$ cat src/rtl/core/fspa_pkg.sv
// shared types and constants for the fixed slot pool allocator
`default_nettype none

package fspa_pkg;

  localparam int CMD_W    = 3;
  localparam int SLOT_W   = 8;
  localparam int FLAGS_W  = 16;
  localparam int STATUS_W = 2;
  localparam int COUNT_W  = 9;

  localparam int IN_DATA_W  = 32;
  localparam int OUT_DATA_W = 32;

  localparam logic [COUNT_W-1:0] COUNT_RESET = 9'd256;

  typedef enum logic [CMD_W-1:0] {
    CMD_ALLOC = 3'd0,
    CMD_FREE  = 3'd1,
    CMD_SET   = 3'd2,
    CMD_GET   = 3'd3,
    CMD_MASK  = 3'd4,
    CMD_RESET = 3'd5
  } cmd_t;

  typedef enum logic [STATUS_W-1:0] {
    ST_OK       = 2'd0,
    ST_EMPTY    = 2'd1,
    ST_RANGE    = 2'd2,
    ST_NOT_USED = 2'd3
  } status_t;

  typedef enum logic [1:0] {
    S_IDLE,
    S_EXEC,
    S_WALK,
    S_FIN
  } state_t;

  // control bundle from the sequencer to the slot memory
  typedef struct packed {
    logic rd_en;
    logic wr_en;
    logic clr;
  } ram_ctl_t;

  // one result, status in the lowest bits
  typedef struct packed {
    logic                in_use;
    logic [FLAGS_W-1:0]  flags_out;
    logic [SLOT_W-1:0]   slot_out;
    status_t             status;
  } result_t;

  localparam int RESULT_W = $bits(result_t);

endpackage

`default_nettype wire

$ cat src/rtl/core/fspa_out_reg.sv
// result output register decoupling the sequencer from the result channel
`default_nettype none

module fspa_out_reg
  import fspa_pkg::*;
(
  input  wire           clk,
  input  wire           rst_n,
  input  wire           load,
  input  wire result_t  din,
  input  wire           out_tready,
  output logic          out_tvalid,
  output result_t       dout,
  output logic          can_load
);

  logic    valid_r;
  result_t data_r;

  always_ff @(posedge clk) begin
    if (!rst_n) begin
      valid_r <= 1'b0;
    end else if (load) begin
      valid_r <= 1'b1;
    end else if (out_tready) begin
      valid_r <= 1'b0;
    end
  end

  always_ff @(posedge clk) begin
    if (load) begin
      data_r <= din;
    end
  end

  assign can_load   = !valid_r || out_tready;
  assign out_tvalid = valid_r;
  assign dout       = data_r;

endmodule

`default_nettype wire

$ cat config.mk
export PLATFORM = sky130hd
export DESIGN_NAME = fspa_out_reg
export DESIGN_NICKNAME = d
export VERILOG_FILES = /design/src/rtl/core/fspa_pkg.sv /design/src/rtl/core/fspa_out_reg.sv
export SDC_FILE = /design/constraint.sdc
export NUM_CORES = 1
export LEC_CHECK = 0
export BUFFER_PORTS_ARGS = -buffer_cell sky130_fd_sc_hd__buf_2
export CAP_MARGIN = 20
export CORE_MARGIN = 1.5
export CORE_UTILIZATION = 35
export CTS_CLUSTER_SIZE = 8
export DETAILED_ROUTE_END_ITERATION = 10
export PLACE_DENSITY = 0.69
export SKIP_CTS_REPAIR_TIMING = 1
export SLEW_MARGIN = 20
export SYNTH_ARGS = -nofsm -noshare
export SYNTH_HDL_FRONTEND = slang
export SYNTH_SLANG_ARGS = --single-unit
$ cat constraint.sdc
create_clock -name clk -period 0.8 [get_ports clk]
set_input_delay 0.08 -clock clk [delete_from_list [all_inputs] [get_ports clk]]
set_output_delay 0.08 -clock clk [all_outputs]
set_load 0.01 [all_outputs]
Yosys cells after proc, flatten, opt, wreduce, memory -nomap -nowiden

Index checks and enable logic that the tools add are counted.

Flip-flop bits (word level): 28
Input port bits: 31
Output and inout port bits: 29
Logic and storage cells: 10

Mux-type cells: 2
Reduce and logical (&&, ||, !) cells: 3

Operators with widths:

| operator          | count |
|---|---|
| $mux 1            | 2 |
| $reduce_bool 2->1 | 1 |
| $logic_not 1->1   | 1 |
| $logic_or 1x1->1  | 1 |

Logic depth before layout (Yosys ltp)

Gate-level depths: netlist of the first run.

Word-level depth: 2
Depth in mapped cells: 2
Gate-level depth less buffers: 2

Worst setup path after synthesis of the first run

Ideal clock, no wire load.

Kind: register to register
Start: register out_tvalid (netlist name)
End: register valid_r, in the netlist out_tvalid
Setup time: 66 ps
Arrival: 598 ps
Required time: 734 ps
Path slack: 136 ps
Cell stages (with the launch flop): 3
Path buffers: 0
Period minus slack after synthesis: 664 ps
Cells stage by stage: dfxtp_1 -> nand2b_4 -> a21boi_2

RTL lines:

| item                   | line               | text |
|---|---|---|
| end signal: assignment | fspa_out_reg.sv:22 | `valid_r <= 1'b0;` |
| end signal: assignment | fspa_out_reg.sv:24 | `valid_r <= 1'b1;` |
| end signal: assignment | fspa_out_reg.sv:26 | `valid_r <= 1'b0;` |
| end: declaration       | fspa_out_reg.sv:17 | `logic valid_r;` |

Final worst setup path of the first run

Start: register data_r (netlist bit dout[20])
End: output port dout[20] in the netlist's numbering

RTL lines:

| item                     | line               | text |
|---|---|---|
| start: declaration       | fspa_out_reg.sv:18 | `result_t data_r;` |
| start signal: assignment | fspa_out_reg.sv:32 | `data_r <= din;` |
| end: declaration         | fspa_out_reg.sv:13 | `output result_t dout,` |

No word-level cell between the ends.

==> impl_metrics.py, run 1 <==
metrics = {
    "run_status": {
        "status": "finished, violations left",
        "violations": "setup timing",
    },
    "sta": {
        "fin_tns_setup_ns": -3.47,
        "drv_slew": 0,
        "fmax_mhz": 1050,
        "rsz0062_at_grt": "yes",
        "worst_pin_slew_ns": 0.144,
        "fin_crit_sh_pct": 119,
        "skew_ns": 0,
        "finalSetupViolCount": 29,
        "max_slew_margin_pct": 90.4,
        "setup_slack_ns": -0.153,
        "period_needed_ns": 0.953,
        "final-hold-violation-count": 0,
    },
    "worst_setup_path": {
        "arrival_ns": 0.87,
        "critical-path-top-delay-family": "flip-flops",
        "cp-start-kind": "flip-flop",
        "worst-path-stages": 1,
        "path_class": "reg -> out",
        "r2r_cells": 3,
        "cp_slowest_cell": "edfxtp_1",
        "crit_chain": "buf_2",
        "crit_buf_inv": 1,
        "crit_fanout": 1,
        "cpPeakStageDelay_ns": 0.41,
        "required_ns": 0.72,
        "endpoint_kind": "output port",
    },
    "placed_design": {
        "globalplace.congestion": 0.731,
        "dp_cells": 119,
        "place_area_mm2": 0.00121,
        "numPortBuffers": 59,
    },
    "min_path": {
        "holdCritPathClass": "in -> reg",
        "holdPathStages": 4,
    },
    "grt": {
        "grt_util_all_layers_pct": 11.1,
        "overflow": 0,
        "antenna_found_initial": 0,
        "grt_max_degree": 29,
        "grt_pass1_wl_um": 2010,
        "grt_pass1_vias": 479,
    },
    "final_layout": {
        "drive_gt1_share_pct": 54.8,
        "n_antenna_cell": 0,
        "final_cell_mix": "58 x buf_2, 28 x dlygate4sd3_1, 27 x edfxtp_1",
        "layout_commonest_cell": "buf_2",
        "nNetsFinal": 156,
        "area_delta_synth_final_pct": 79.3,
        "finalInstanceArea_mm2": 0.00154,
        "finalNonFillerCells": 152,
    },
    "routing": {
        "wl_per_cell_um": 11.5,
        "routed_via_density": 4.07,
        "drt_iter0_drc": 0,
        "drt_wl_total_um": 1750,
        "drc_errors": 0,
        "drtPass1Iterations": 1,
        "num_vias": 618,
        "antenna_left": 0,
    },
    "synthesis": {
        "ys_warn_count": 0,
        "synthXorXnorAreaFrac_pct": 0,
        "synth_mux_area_share_pct": 0,
        "synth_cell_types": 5,
        "netlist_area_um2": 860,
        "ys_seq_elements": 28,
        "synth_top_family_by_area": "simple AND/OR/NAND/NOR gates",
        "synth-adder-area-share_pct": 0,
        "synth-compound-area-share_pct": 1.31,
        "netlist_instances": 31,
        "synth_area_per_cell_um2": 27.7,
        "syn_nets": 62,
        "yosysSeqAreaShare_pct": 96.7,
        "synthSimpleGateAreaFrac_pct": 1.60,
    },
    "cts": {
        "clkTransAtPathRegs_ns": 0.13,
        "cts-root-buf": "clkbuf_4",
        "cts_max_level": 1,
        "cts_tree": "built",
        "cts_num_sinks": 28,
        "cts_buffers": 3,
        "clock_latency_ns": 0.31,
        "clk_path_buf_depth": 2,
    },
    "power": {
        "ir_drop_mv": 1.49,
        "netSwitchingFraction_pct": 20.1,
        "clkPwrFrac_pct": 23.2,
        "fin_total_pwr_mw": 2.81,
        "p_leak_nw": 0.675,
        "combinationalPowerShare_pct": 14.2,
        "seqPwrFrac_pct": 62.6,
        "p_int_mw": 2.24,
        "powerDensity_mw_per_mm2": 1820,
        "p_switching_uw": 565,
    },
    "die": {
        "fp.coreArea_mm2": 0.00225,
        "die_area_mm2": 0.00276,
        "rows": 17,
        "ioPinCount": 60,
        "die_w_um": 52.6,
        "chipHeight_um": 52.6,
        "initial_utilization_pct": 38.1,
    },
    "job": {
        "cap_violations": 0,
    },
}
[per-stage QoR]
stage | setup WS (ns) | util [%] | hold WS [ns]
6_report | -0.153 | 68.4 | 0.117
2_1_floorplan | 0.136 | - | 0.179
3_5_place_dp | 0.124 | 53.7 | 0.258
5_1_grt | -0.205 | 68.4 | 0.108
4_1_cts | -0.200 | 55.3 | -0.0846
3_3_place_gp | 0.128 | 53.7 | 0.258
[power groups by stage]
stage	clock [mW]	combinational, mW	sequential, mW
2_1_floorplan	0	0.0112	1.86
3_3_place_gp	0	0.285	1.79
3_5_place_dp	0	0.288	1.80
4_1_cts	0.676	0.289	1.76
5_1_grt	0.732	0.432	1.77
6_report	0.651	0.399	1.76
[sequential cells by signal (all words and copies together), names as in the netlist]
register and flops:
dout 27, out_tvalid 1
[synthesized netlist by cell type]
master	number	area (µm²)
a21boi_2	1	11.3
inv_1	1	3.75
edfxtp_1	27	811
dfxtp_1	1	20.0
nand2b_4	1	13.8
[area by class of cell]
| type | count | area [µm²] |
|---|---|---|
| Tap cell | 28 | 35.0 |
| Inverter | 1 | 3.75 |
| Multi-Input combinational cell | 2 | 25.0 |
| Sequential cell | 28 | 832 |
| Clock buffer | 4 | 36.3 |
| Fill cell | 167 | 713 |
| Timing Repair Buffer | 89 | 609 |
[worst paths after layout]
| check | end | slack, ns | start |
|---|---|---|---|
| setup / recovery | dout[20] | -0.15 | dout[20]$_DFFE_PP_ |
| hold / removal | out_tvalid$_SDFFE_PN0P_ | 0.12 | out_tready |
| setup reg to reg | out_tvalid$_SDFFE_PN0P_ | 0.08 | out_tvalid$_SDFFE_PN0P_ |
| hold reg to reg | out_tvalid$_SDFFE_PN0P_ | 0.58 | out_tvalid$_SDFFE_PN0P_ |
[cell families after synthesis]
group / after synthesis
AO/OA/AOI/OAI: 1
buffers and inverters: 1
flip-flops: 28
AND/OR/NAND/NOR: 1
[layer usage]
metal  global-route usage [%]  wire length (µm)  share of wire, %
met1                     10.1               608                35
met2                     21.0               998                57
met3                     3.43               115               6.6
met4                     6.41                31               1.8
met5                        0                 0                 0
Power figures use the tool's default switching activity.
==> run 2: changes to the inputs <==
- PLACE_DENSITY: 0.69 -> 0.73
==> run 2 against run 1 <==
The run still ends with setup timing left. Setup slack better by 0.0022 ns. Sequential share of layout area shrank 0.35 points. Core utilization increased by 0.44 points. Power is 2.8% lower. Global-route usage increased by 0.47 points. Register-to-register slack gained 0.12 ns. Clock power down 15%. Critical path depth stayed put. Wire length increased by 8.0%. Fmax grew 0.23%. Highest routed layer is now met3.
==> impl_metrics.py, run 2 (synthesized netlist as in run 1, its figures left out) <==
metrics = {
    "run_status": {
        "violations": "setup timing",
        "status": "finished, violations left",
    },
    "cts": {
        "cts_tree": "built",
        "cts_buffers": 3,
        "cts_num_sinks": 28,
        "cts-root-buf": "clkbuf_4",
        "cts_max_level": 1,
        "clk_path_buf_depth": 2,
        "clkTransAtPathRegs_ns": 0.14,
        "clock_latency_ns": 0.31,
    },
    "die": {
        "rows": 17,
        "ioPinCount": 60,
        "die_w_um": 52.6,
        "chipHeight_um": 52.6,
        "initial_utilization_pct": 38.1,
        "die_area_mm2": 0.00276,
        "fp.coreArea_mm2": 0.00225,
    },
    "worst_setup_path": {
        "cp-start-kind": "flip-flop",
        "endpoint_kind": "output port",
        "cpPeakStageDelay_ns": 0.40,
        "cp_slowest_cell": "edfxtp_1",
        "crit_chain": "buf_2",
        "arrival_ns": 0.87,
        "crit_fanout": 1,
        "r2r_cells": 2,
        "crit_start": "dout[7]$_DFFE_PP_",
        "r2r_start": "out_tvalid$_SDFFE_PN0P_",
        "crit_buf_inv": 1,
        "worst-path-stages": 1,
        "critical-path-top-delay-family": "flip-flops",
        "regToRegEndpoint": "out_tvalid$_SDFFE_PN0P_",
        "path_class": "reg -> out",
        "required_ns": 0.72,
        "rrSetupSlack_ns": 0.20,
        "crit_path_end": "dout[7]",
    },
    "final_layout": {
        "finalNonFillerCells": 153,
        "nNetsFinal": 157,
        "largest_reg_flops": 27,
        "layout_commonest_cell": "buf_2",
        "area_delta_synth_final_pct": 80.5,
        "final_cell_mix": "58 x buf_2, 28 x dlygate4sd3_1, 27 x edfxtp_1",
        "fin_util_pct": 68.8,
        "n_antenna_cell": 0,
        "drive_gt1_share_pct": 54.4,
    },
    "placed_design": {
        "globalplace.congestion": 0.638,
        "dp_cells": 121,
        "preCtsSetupSlack_ns": 0.115,
        "numPortBuffers": 59,
    },
    "sta": {
        "skew_ns": 0,
        "period_needed_ns": 0.951,
        "final-hold-violation-count": 0,
        "worst_pin_slew_ns": 0.135,
        "fmax_mhz": 1050,
        "setup_slack_ns": -0.151,
        "max_slew_margin_pct": 91.0,
        "finalSetupViolCount": 29,
        "drv_slew": 0,
        "fin_crit_sh_pct": 119,
        "rsz0062_at_grt": "yes",
    },
    "routing": {
        "wl_per_cell_um": 12.4,
        "drtPass1Iterations": 2,
        "routed_via_density": 4.14,
        "drc_errors": 0,
        "antenna_left": 0,
        "num_vias": 634,
        "drt_wl_total_um": 1890,
        "drt_iter0_drc": 2,
    },
    "power": {
        "powerDensity_mw_per_mm2": 1760,
        "p_leak_nw": 0.680,
        "ir_drop_mv": 1.40,
    },
    "grt": {
        "grt_pass1_vias": 506,
        "grt_pass1_wl_um": 2140,
        "grt_util_all_layers_pct": 11.6,
        "grt_max_degree": 16,
        "antenna_found_initial": 0,
        "overflow": 0,
    },
    "min_path": {
        "holdCritPathClass": "in -> reg",
    },
    "job": {
        "cap_violations": 0,
    },
}
run 2: changes by cell type in the layout (fill, tap and decap cells not counted):
| cell | previous run | this run |
|---|---|---|
| buf_12 | 1 | 2 |
| clkbuf_8 | 1 | 0 |
| clkinv_1 | 0 | 1 |
run 2: metal layers:
metal  part of all wire [%]  vias to the layer above  wire length, µm  global-route usage, %
met3                    6.3                        0              119                   3.14
li1                       -                      308                -                      -
met2                     57                       29             1070                   19.0
met4                      0                        0                0                   6.41
met5                      0                        -                0                      0
met1                     37                      297              699                   13.7
run 2: power by group:
part	switching, mW	internal [mW]	leakage (nW)
clock	0.372	0.182	0.0154
sequential	0.0282	1.73	0.273
combinational	0.172	0.245	0.391
run 2: per-stage QoR:
step           TNS (ns)  hold WS (ns)  power, mW  cell area (µm²)
2_1_floorplan         0         0.179       1.87              860
3_3_place_gp          0         0.258       2.09             1240
3_5_place_dp          0         0.258       2.10             1240
4_1_cts           -4.17       -0.0855       2.66             1260
5_1_grt           -4.81        0.0189       2.84             1550
6_report          -3.53        0.0222       2.73             1550
run 2: worst min-delay path by stage:
stage                    start                      end  slack [ns]  depth (start not counted)
finish              out_tready  out_tvalid$_SDFFE_PN0P_        0.02                          3
global route        out_tready  out_tvalid$_SDFFE_PN0P_        0.02                          3
CTS                     din[6]        dout[6]$_DFFE_PP_       -0.09                          1
detailed placement      din[6]        dout[6]$_DFFE_PP_        0.26                          1
global placement        din[4]        dout[4]$_DFFE_PP_        0.26                          1
floorplan               din[0]        dout[0]$_DFFE_PP_        0.18                          0
run 2: final cells by class:
type / count / area [µm²]
Tap cell: 28 / 35.0
Fill cell: 164 / 703
Clock buffer: 3 / 22.5
Timing Repair Buffer: 90 / 629
Inverter: 1 / 3.75
Clock inverter: 1 / 3.75
Multi-Input combinational cell: 2 / 25.0
Sequential cell: 28 / 832
==> run 3: changes to the inputs <==
- ABC_AREA: default -> 1
- ABC_CLOCK_PERIOD_IN_PS: default -> 800
==> run 3 against run 2 <==
The run still ends with setup timing left. Power rose by 11%. First-iteration DRC count fell by 50%. Clock power rose by 57%. Register-to-register slack improved by 0.02 ns. Highest routed layer is now met4.
==> impl_metrics.py, run 3 <==
metrics = {
    "die": {
        "chipHeight_um": 52.5,
        "die_area_mm2": 0.00275,
        "initial_utilization_pct": 38.0,
        "rows": 17,
        "die_w_um": 52.5,
        "fp.coreArea_mm2": 0.00225,
        "ioPinCount": 60,
    },
    "synthesis": {
        "synth_cell_types": 5,
        "synth_area_per_cell_um2": 26.0,
        "synth_most_common_cell": "edfxtp_1",
        "netlist_instances": 33,
        "ys_warn_count": 0,
        "synth-adder-area-share_pct": 0,
        "post-synth-top-area-cell": "edfxtp_1",
        "synth_top_family_by_area": "buffers and inverters",
        "yosysSeqAreaShare_pct": 96.9,
        "synth-compound-area-share_pct": 1.02,
        "synth-main-ff-cell": "edfxtp_1",
        "ys_seq_elements": 28,
        "synth_mux_area_share_pct": 0,
        "async_flop_share_pct": 0,
        "syn_nets": 64,
        "synth_enable_flop_cells": 27,
        "yosys-top-cells-area": "edfxtp_1 95%, dfxtp_1 2.3%, inv_1 1.3%",
        "synth_top_area_share_pct": 94.6,
        "netlist_area_um2": 857,
        "synthSimpleGateAreaFrac_pct": 0.730,
        "ys_top_cells_by_count": "27 x edfxtp_1, 3 x inv_1, 1 x a21oi_2, 1 x dfxtp_1, 1 x nand2_2",
        "synthXorXnorAreaFrac_pct": 0,
    },
    "final_layout": {
        "drive_gt1_share_pct": 54.0,
        "area_delta_synth_final_pct": 81.5,
        "fin_util_pct": 69.0,
        "n_antenna_cell": 0,
        "final_cell_mix": "58 x buf_2, 28 x dlygate4sd3_1, 27 x edfxtp_1",
        "nNetsFinal": 158,
        "layout_commonest_cell": "buf_2",
        "largest_reg_flops": 27,
        "filler_cell_count": 163,
    },
    "cts": {
        "clk_path_buf_depth": 2,
        "cts-root-buf": "clkbuf_4",
        "clock_latency_ns": 0.31,
        "cts_buffers": 3,
        "cts_tree": "built",
        "clkTransAtPathRegs_ns": 0.13,
        "cts_max_level": 1,
        "cts_num_sinks": 28,
    },
    "sta": {
        "worst_pin_slew_ns": 0.133,
        "final-hold-violation-count": 0,
        "finalSetupViolCount": 29,
        "fin_tns_setup_ns": -3.38,
        "fmax_mhz": 1050,
        "rsz0062_at_grt": "yes",
        "max_slew_margin_pct": 91.1,
        "drv_slew": 0,
        "period_needed_ns": 0.949,
        "fin_crit_sh_pct": 119,
        "skew_ns": 0,
        "setup_slack_ns": -0.149,
    },
    "routing": {
        "drt_wl_total_um": 1840,
        "num_vias": 625,
        "routed_via_density": 4.06,
        "wl_per_cell_um": 11.9,
        "drtPass1Iterations": 4,
        "antenna_left": 0,
        "drc_errors": 0,
        "drt_iter0_drc": 1,
    },
    "power": {
        "ir_drop_mv": 0.989,
        "powerDensity_mw_per_mm2": 1950,
        "p_leak_nw": 0.686,
    },
    "worst_setup_path": {
        "crit_chain": "buf_2",
        "crit_fanout": 1,
        "crit_buf_inv": 1,
        "regToRegEndpoint": "out_tvalid$_SDFFE_PN0P_",
        "arrival_ns": 0.87,
        "critical-path-top-delay-family": "flip-flops",
        "path_class": "reg -> out",
        "endpoint_kind": "output port",
        "r2r_cells": 2,
        "required_ns": 0.72,
        "cpPeakStageDelay_ns": 0.41,
        "cp-start-kind": "flip-flop",
        "cp_slowest_cell": "edfxtp_1",
        "rrSetupSlack_ns": 0.22,
        "r2r_start": "out_tvalid$_SDFFE_PN0P_",
    },
    "grt": {
        "grt_util_all_layers_pct": 9.90,
        "grt_pass1_vias": 471,
        "antenna_found_initial": 0,
        "grt_max_degree": 23,
        "overflow": 0,
        "grt_pass1_wl_um": 1900,
    },
    "min_path": {
        "holdPathStages": 4,
        "hp-start": "out_tready",
        "hold-path-endpoint": "out_tvalid$_SDFFE_PN0P_",
        "holdCritPathClass": "in -> reg",
    },
    "run_status": {
        "status": "finished, violations left",
        "violations": "setup timing",
    },
    "placed_design": {
        "hpwl_um": 1150,
        "numPortBuffers": 59,
        "globalplace.congestion": 0.612,
    },
    "job": {
        "cap_violations": 0,
    },
}
[run 3: layout make-up]
cell class / count / area [µm²] / area share (%)
Clock buffer: 3 / 22.5 / 1.45
Timing Repair Buffer: 89 / 609 / 39.2
Sequential cell: 28 / 832 / 53.5
Tap cell: 28 / 35.0 / 2.25
Clock inverter: 1 / 30.0 / 1.93
Multi-Input combinational cell: 2 / 15.0 / 0.965
Inverter: 3 / 11.3 / 0.724
[run 3: metrics by stage]
step	worst slack [ns]	hold slack, ns	instances	total power, mW	instance area, µm²
5_1_grt	-0.210	0.0202	154	3.17	1560
4_1_cts	-0.185	-0.0844	126	2.96	1270
3_3_place_gp	0.127	0.257	122	2.07	1210
6_report	-0.149	0.0232	154	3.03	1560
2_1_floorplan	0.163	0.179	33	1.87	857
3_5_place_dp	0.116	0.258	122	2.08	1210
[run 3: worst max-delay path by stage]
stage                                          to                    start  cells after the start
after floorplan           out_tvalid$_SDFFE_PN0P_  out_tvalid$_SDFFE_PN0P_                      2
after global placement          dout[1]$_DFFE_PP_                     load                      2
after detailed placement       dout[19]$_DFFE_PP_                     load                      2
after CTS                                can_load  out_tvalid$_SDFFE_PN0P_                      2
after global routing                      dout[5]        dout[5]$_DFFE_PP_                      1
final                                     dout[5]        dout[5]$_DFFE_PP_                      1
[run 3: metal layers]
metal	part of all wire, %	wire length (µm)	vias up	global-route usage [%]
met5	0	0	-	0
met4	0.44	8	0	5.13
met3	11	207	2	3.14
met2	49	907	42	15.8
met1	39	712	271	11.9
li1	-	-	310	-
[run 3: power breakdown]
part / internal [mW] / switching [mW] / total [mW]
Clock: 0.506 / 0.365 / 0.871
Sequential: 1.73 / 0.0276 / 1.76
Combinational: 0.232 / 0.170 / 0.402
Total: 2.47 / 0.562 / 3.03
[run 3: cell families after synthesis]
kind of cell | count (synthesis)
DFF | 28
buffers and inverters | 3
AOI/OAI and AO/OA | 1
and+or+nand+nor | 1
